--- config.mk ---
export PLATFORM = sky130hd
export DESIGN_NAME = sha384_front
export DESIGN_NICKNAME = d
export VERILOG_FILES = /design/src/design/sha384_pkg.sv /design/src/design/sha384_front.sv
export SDC_FILE = /design/constraint.sdc
export NUM_CORES = 2
export LEC_CHECK = 0
export ABC_AREA = 1
export BUFFER_PORTS_ARGS = -buffer_cell sky130_fd_sc_hd__buf_2
export CAP_MARGIN = 20
export CORE_AREA = 2 2 431 433
export DETAILED_ROUTE_END_ITERATION = 6
export DIE_AREA = 0 0 433 435
export SLEW_MARGIN = 10
export SYNTH_ARGS = -nofsm -noshare
export SYNTH_HDL_FRONTEND = slang
export SYNTH_SLANG_ARGS = --single-unit
--- constraint.sdc ---
create_clock -name clock -period 8.7 [get_ports clock]
set_clock_uncertainty 0.05 [all_clocks]
set_input_delay 1.74 -clock clock [delete_from_list [all_inputs] [get_ports clock]]
set_output_delay 1.74 -clock clock [all_outputs]
set_load 0.01 [all_outputs]
--- src/design/sha384_pkg.sv ---
// Shared types, constants and round functions for the SHA-384 hasher.
package sha384_pkg;

   localparam int unsigned WordBits  = 64;
   localparam int unsigned BlockWords = 16;
   localparam int unsigned Rounds    = 80;
   localparam int unsigned DigestWords = 6;

   typedef logic [WordBits-1:0] word_type;

   // One message block on its way from the front end to the compression engine.
   typedef struct packed {
      logic [BlockWords-1:0][WordBits-1:0] words;
      logic                                is_last;
   } blk_type;

   localparam word_type INIT_HASH [8] = '{
      64'hcbbb9d5dc1059ed8, 64'h629a292a367cd507, 64'h9159015a3070dd17,
      64'h152fecd8f70e5939, 64'h67332667ffc00b31, 64'h8eb44a8768581511,
      64'hdb0c2e0d64f98fa7, 64'h47b5481dbefa4fa4};

   localparam word_type ROUND_K [80] = '{
      64'h428a2f98d728ae22, 64'h7137449123ef65cd, 64'hb5c0fbcfec4d3b2f,
      64'he9b5dba58189dbbc, 64'h3956c25bf348b538, 64'h59f111f1b605d019,
      64'h923f82a4af194f9b, 64'hab1c5ed5da6d8118, 64'hd807aa98a3030242,
      64'h12835b0145706fbe, 64'h243185be4ee4b28c, 64'h550c7dc3d5ffb4e2,
      64'h72be5d74f27b896f, 64'h80deb1fe3b1696b1, 64'h9bdc06a725c71235,
      64'hc19bf174cf692694, 64'he49b69c19ef14ad2, 64'hefbe4786384f25e3,
      64'h0fc19dc68b8cd5b5, 64'h240ca1cc77ac9c65, 64'h2de92c6f592b0275,
      64'h4a7484aa6ea6e483, 64'h5cb0a9dcbd41fbd4, 64'h76f988da831153b5,
      64'h983e5152ee66dfab, 64'ha831c66d2db43210, 64'hb00327c898fb213f,
      64'hbf597fc7beef0ee4, 64'hc6e00bf33da88fc2, 64'hd5a79147930aa725,
      64'h06ca6351e003826f, 64'h142929670a0e6e70, 64'h27b70a8546d22ffc,
      64'h2e1b21385c26c926, 64'h4d2c6dfc5ac42aed, 64'h53380d139d95b3df,
      64'h650a73548baf63de, 64'h766a0abb3c77b2a8, 64'h81c2c92e47edaee6,
      64'h92722c851482353b, 64'ha2bfe8a14cf10364, 64'ha81a664bbc423001,
      64'hc24b8b70d0f89791, 64'hc76c51a30654be30, 64'hd192e819d6ef5218,
      64'hd69906245565a910, 64'hf40e35855771202a, 64'h106aa07032bbd1b8,
      64'h19a4c116b8d2d0c8, 64'h1e376c085141ab53, 64'h2748774cdf8eeb99,
      64'h34b0bcb5e19b48a8, 64'h391c0cb3c5c95a63, 64'h4ed8aa4ae3418acb,
      64'h5b9cca4f7763e373, 64'h682e6ff3d6b2b8a3, 64'h748f82ee5defb2fc,
      64'h78a5636f43172f60, 64'h84c87814a1f0ab72, 64'h8cc702081a6439ec,
      64'h90befffa23631e28, 64'ha4506cebde82bde9, 64'hbef9a3f7b2c67915,
      64'hc67178f2e372532b, 64'hca273eceea26619c, 64'hd186b8c721c0c207,
      64'heada7dd6cde0eb1e, 64'hf57d4f7fee6ed178, 64'h06f067aa72176fba,
      64'h0a637dc5a2c898a6, 64'h113f9804bef90dae, 64'h1b710b35131c471b,
      64'h28db77f523047d84, 64'h32caab7b40c72493, 64'h3c9ebe0a15c9bebc,
      64'h431d67c49c100d4c, 64'h4cc5d4becb3e42b6, 64'h597f299cfc657e2a,
      64'h5fcb6fab3ad6faec, 64'h6c44198c4a475817};

   localparam logic [7:0] PAD_MARK = 8'h80;

   function automatic word_type rotr(input word_type x, input int unsigned n);
      rotr = (x >> n) | (x << (WordBits - n));
   endfunction

   function automatic word_type big_s0(input word_type x);
      big_s0 = rotr(x, 28) ^ rotr(x, 34) ^ rotr(x, 39);
   endfunction

   function automatic word_type big_s1(input word_type x);
      big_s1 = rotr(x, 14) ^ rotr(x, 18) ^ rotr(x, 41);
   endfunction

   function automatic word_type small_s0(input word_type x);
      small_s0 = rotr(x, 1) ^ rotr(x, 8) ^ (x >> 7);
   endfunction

   function automatic word_type small_s1(input word_type x);
      small_s1 = rotr(x, 19) ^ rotr(x, 61) ^ (x >> 6);
   endfunction

endpackage

--- src/design/sha384_front.sv ---
// Front end: packs message bytes into blocks, appends padding and length.
module sha384_front import sha384_pkg::*; (
   input  logic     clock,
   input  logic     reset,
   input  logic     req_tvalid,
   output logic     req_tready,
   input  word_type req_tdata,   // message_word
   input  logic [3:0] req_tuser, // valid_bytes
   input  logic     req_tlast,   // end_of_message
   output logic     push,
   output blk_type  push_data,
   input  logic     q_full
);

   typedef enum logic [1:0] {S_TAKE, S_PUSH, S_PAD} state_type;

   state_type            state_ff;
   logic [15:0][63:0]    buf_ff;
   logic [3:0]           wi_ff;
   word_type             acc_ff;
   logic [2:0]           acc_cnt_ff;
   logic [60:0]          cnt_ff;
   logic                 pad_pending_ff;
   logic                 mark_done_ff;
   logic                 len_ok_ff;
   logic                 push_last_ff;

   logic                 take;
   logic [3:0]           nbytes;
   logic [3:0]           total;
   word_type             wmask;
   logic [127:0]         comb_in;
   word_type             pad_word;
   logic                 pad_is_len;

   assign req_tready = (state_ff == S_TAKE);
   assign take       = req_tvalid && req_tready;

   // Clamp the byte count and join the new bytes behind the held remainder.
   always_comb begin
      nbytes  = (req_tuser > 4'd8) ? 4'd8 : req_tuser;
      total   = {1'b0, acc_cnt_ff} + nbytes;
      wmask   = req_tdata & ~(64'hFFFF_FFFF_FFFF_FFFF >> {nbytes, 3'b000});
      comb_in = {acc_ff, 64'd0} | ({wmask, 64'd0} >> {acc_cnt_ff, 3'b000});
   end

   // Word written while padding: marker word, zero fill or bit length.
   always_comb begin
      pad_is_len = 1'b0;
      if (!mark_done_ff) begin
         pad_word = acc_ff | ({56'd0, PAD_MARK} << {3'd7 - acc_cnt_ff, 3'b000});
      end else if (wi_ff == 4'd15 && len_ok_ff) begin
         pad_word   = {cnt_ff, 3'b000};
         pad_is_len = 1'b1;
      end else begin
         pad_word = '0;
      end
   end

   assign push              = (state_ff == S_PUSH) && !q_full;
   assign push_data.words   = buf_ff;
   assign push_data.is_last = push_last_ff;

   // Front sequencer.
   always_ff @(posedge clock) begin
      if (reset) begin
         state_ff       <= S_TAKE;
         wi_ff          <= '0;
         acc_ff         <= '0;
         acc_cnt_ff     <= '0;
         cnt_ff         <= '0;
         pad_pending_ff <= 1'b0;
         mark_done_ff   <= 1'b0;
         len_ok_ff      <= 1'b0;
         push_last_ff   <= 1'b0;
      end else begin
         unique case (state_ff)
            S_TAKE: begin
               if (take) begin
                  cnt_ff <= cnt_ff + 61'(nbytes);
                  if (total >= 4'd8) begin
                     buf_ff[wi_ff] <= comb_in[127:64];
                     acc_ff        <= comb_in[63:0];
                     acc_cnt_ff    <= 3'(total - 4'd8);
                     wi_ff         <= wi_ff + 4'd1;
                     if (wi_ff == 4'd15) begin
                        state_ff       <= S_PUSH;
                        pad_pending_ff <= req_tlast;
                     end else if (req_tlast) begin
                        state_ff <= S_PAD;
                     end
                  end else begin
                     acc_ff     <= comb_in[127:64];
                     acc_cnt_ff <= total[2:0];
                     if (req_tlast) begin
                        state_ff <= S_PAD;
                     end
                  end
               end
            end
            S_PUSH: begin
               if (!q_full) begin
                  wi_ff <= '0;
                  if (push_last_ff) begin
                     state_ff       <= S_TAKE;
                     cnt_ff         <= '0;
                     acc_ff         <= '0;
                     acc_cnt_ff     <= '0;
                     pad_pending_ff <= 1'b0;
                     mark_done_ff   <= 1'b0;
                     len_ok_ff      <= 1'b0;
                     push_last_ff   <= 1'b0;
                  end else if (pad_pending_ff) begin
                     state_ff <= S_PAD;
                     if (mark_done_ff) begin
                        len_ok_ff <= 1'b1;
                     end
                  end else begin
                     state_ff <= S_TAKE;
                  end
               end
            end
            S_PAD: begin
               buf_ff[wi_ff] <= pad_word;
               if (!mark_done_ff) begin
                  mark_done_ff <= 1'b1;
                  len_ok_ff    <= (wi_ff <= 4'd13);
               end
               if (wi_ff == 4'd15) begin
                  state_ff       <= S_PUSH;
                  pad_pending_ff <= 1'b1;
                  push_last_ff   <= pad_is_len;
               end else begin
                  wi_ff <= wi_ff + 4'd1;
               end
            end
            default: state_ff <= S_TAKE;
         endcase
      end
   end

endmodule

==> impl_metrics.json <==
{
  "status": "finished, violations left",
  "violations": "design-rule violations",
  "numCtsBuffers": 131,
  "start_util_pct": 27.8,
  "finalNetCount": 6122,
  "syn_nets": 5120,
  "grt_max_degree": 93,
  "ant_nets": 0,
  "clk_latency_ps": 790,
  "slew_viol_final": 0,
  "core_area_um2": 184000,
  "layout-drive-gt1-share_pct": 25.9,
  "portBuffers": 1099,
  "drc_errors": 3,
  "p_leak_nw": 26.7,
  "ys_types": 51,
  "cts.sink_count": 1162,
  "p_sw_share_pct": 47.9,
  "min_path_type": "reg2reg",
  "grt_pass1_vias": 40402,
  "min_period_over_period_pct": 59.7,
  "routed-wl-met3_mm": 27.2,
  "clockRootBuffer": "clkbuf_16",
  "num_rows": 158,
  "rsz0062_at_grt": "no",
  "wl_met2_mm": 122,
  "area_growth_syn_to_layout_pct": 24.4,
  "relSlewSlack_pct": 17.6,
  "end_kind": "flop",
  "fin_hold_ws_ps": 414,
  "htreeDepth": 4,
  "synth_top_cell_area_share_pct": 60.1,
  "dieArea_um2": 188000,
  "cts_tree": "yes",
  "fill_cells": 18558,
  "clock.fmax_ghz": 0.192,
  "syn_area_per_cell_um2": 10.2,
  "ys_seq_elements": 1162,
  "io_pins": 1100,
  "yosysWarnings": 0,
  "yosysTopAreaCell": "edfxtp_1",
  "vias": 45091,
  "routedWlPerCell_um": 30.4,
  "grt_antenna_before_repair": 32,
  "via_per_inst": 5.22,
  "final_area_um2": 63700,
  "finalHoldViolations": 0,
  "dp_cells": 8376,
  "cts_setup_buffers": 0,
  "setup_violations": 0,
  "post_cts_resized": 0,
  "place_area_um2": 59400,
  "detailedRoute.firstPassIterationCount": 7,
  "combPwrFrac_pct": 41.5,
  "grt_pass1_wl_mm": 346,
  "ys_seq_area_share_pct": 65.5,
  "dr.first_iter.drc_count": 6386,
  "clockBufferDepth": 3,
  "synth_cells": 5030,
  "place_congestion": 0.961,
  "p_per_area_nw_per_um2": 327,
  "top_layer_used": "met5",
  "seqPwrFrac_pct": 31.8,
  "dpl.hpwl_mm": 184,
  "critPathMaxFanout": 34,
  "netlist_area_um2": 51200,
  "wl_mm": 262,
  "instances_no_fill": 8636,
  "synthTopCellsByArea": "edfxtp_1 60%, nand3_1 7.8%, nand2_1 6.2%",
  "holdBufCountCts": 0,
  "cp.arrival_ps": 5550,
  "fp.dieH_um": 435,
  "crit_type": "in2reg",
  "tightest_slew_ps": 1230,
  "die_w_um": 433,
  "grtUsageTotal_pct": 26.7,
  "cp.required_ps": 9050,
  "met1_length_mm": 96.3,
  "setup_tns_ps": 0,
  "clkTransAtPathRegs_ps": 60,
  "fin_crit_ps": 5200,
  "p_sw_mw": 10.0,
  "p_int_mw": 10.9,
  "cap_violations": 0,
  "vdd_drop_max_uv": 258,
  "critPathLaunchType": "input port",
  "overflow": 0,
  "clkPwrFrac_pct": 26.6
}
cell usage in the layout (no fill, tap or decap), types with 5 or more instances in the layout:
cell          n
inv_6         6
nor2_1      671
edfxtp_1   1024
buf_8         5
or2_2        11
clkbuf_1     24
o221ai_1      5
clkbuf_8      5
a21oi_1     144
ha_1         14
nand3_2       7
o21ai_2       9
diode_2      23
o22ai_1       6
nand2_2      38
nor3_1       17
nand2_1     837
inv_2        28
buf_4        92
buf_2      1099
a31oi_1      11
a22oi_1      12
bufinv_16     7
nand4_2       6
nand3_1     795
clkinv_1     29
o211ai_1     45
o21ai_0     164
dfxtp_1     135
clkbuf_16   135
inv_1       527
nor2_4       35
buf_12        7
o21ai_1      26
clkinv_2     24
nand4_1      43
o211ai_2      7
o221ai_2     24
nor3_2       11
cells in the mapped netlist (all sizes together):
library cell  instances
edfxtp             1024
nand2               876
nand3               803
nor2                711
inv                 557
o21ai               199
clkbuf              186
buf                 149
a21oi               145
dfxtp               138
o211ai               53
nand4                49
o221ai               29
nor3                 28
ha                   15
a22oi                12
or2                  12
a31oi                11
o22ai                10
clkinv                6
xor2                  4
a211oi                2
and2                  2
fa                    2
o21bai                2
a2bb2oi               1
nand3b                1
nor3b                 1
o21a                  1
xnor2                 1
worst max-delay path: stages:
cell     delay [ps]
buf_2           350
nor2_1          150
ha_1            350
a21oi_1         160
nand2_1         140
xor2_4          210
nand2_1         170
nand3_2         340
buf_4           410
nor2_4          780
buf_4           600
power groups by stage:
stage               sequential [mW]  combinational (mW)  clock [mW]
finish                         6.64                8.66        5.55
global placement               6.74                8.38           0
detailed placement             6.74                8.51           0
CTS                            6.63                8.53        5.59
global route                   6.65                8.83        5.80
floorplan                      6.74                3.87           0
routing by layer:
metal | GRT usage [%] | up-vias
li1 | - | 19014
met1 | 33.5 | 22066
met2 | 42.7 | 3337
met3 | 5.75 | 662
met4 | 14.7 | 12
met5 | 0 | -
sequential cells by signal, summed over array words and instances (netlist names):
name / count
len_ok_ff: 1
push_data: 1024
acc_cnt_ff: 3
cnt_ff: 61
acc_ff: 64
state_ff: 2
push_last_ff: 1
mark_done_ff: 1
wi_ff: 4
pad_pending_ff: 1
kinds of logic (layout without fill, tap and decap cells):
group                      count (synthesis)  count (layout)  synth area share (%)
and+or+nand+nor                         2483            2483                  21.1
xor gates and xnor gates                   5               5                0.0855
other                                      0              23                     0
buffers and inverters                    898            2001                  7.25
adders and majority gates                 17              17                 0.445
AOI/OAI and AO/OA                        465             465                  5.65
DFF                                     1162            1162                  65.5
worst paths after layout:
path           startpoint             end  slack (ps)  cells after the start
min reg2reg    acc_ff[51]      acc_ff[51]         410                      2
max reg2reg   state_ff[0]   push_data[81]        3530                      8
max          req_tuser[3]  push_data[418]        3500                     11
min            acc_ff[51]      acc_ff[51]         410                      2
cell type report:
class	count	area, um^2	area share (%)
Tap cell	2480	3100	4.87
Antenna cell	23	57.6	0.0903
Clock inverter	70	674	1.06
Multi-Input combinational cell	2970	14300	22.4
Timing Repair Buffer	1204	6430	10.1
Inverter	563	2120	3.33
Clock buffer	164	3540	5.55
Sequential cell	1162	33500	52.6
metrics by stage:
| stage | utilization [%] | worst slack, ps | power (mW) |
|---|---|---|---|
| after detailed placement | 32.3 | 2770 | 15.3 |
| after global placement | 32.2 | 2880 | 15.1 |
| after global routing | 34.6 | 3390 | 21.3 |
| final | 34.6 | 3500 | 20.9 |
| after floorplan | - | 1910 | 10.6 |
| after CTS | 34.6 | 3580 | 20.8 |
No activity file was read; power rests on OpenSTA's default activity.
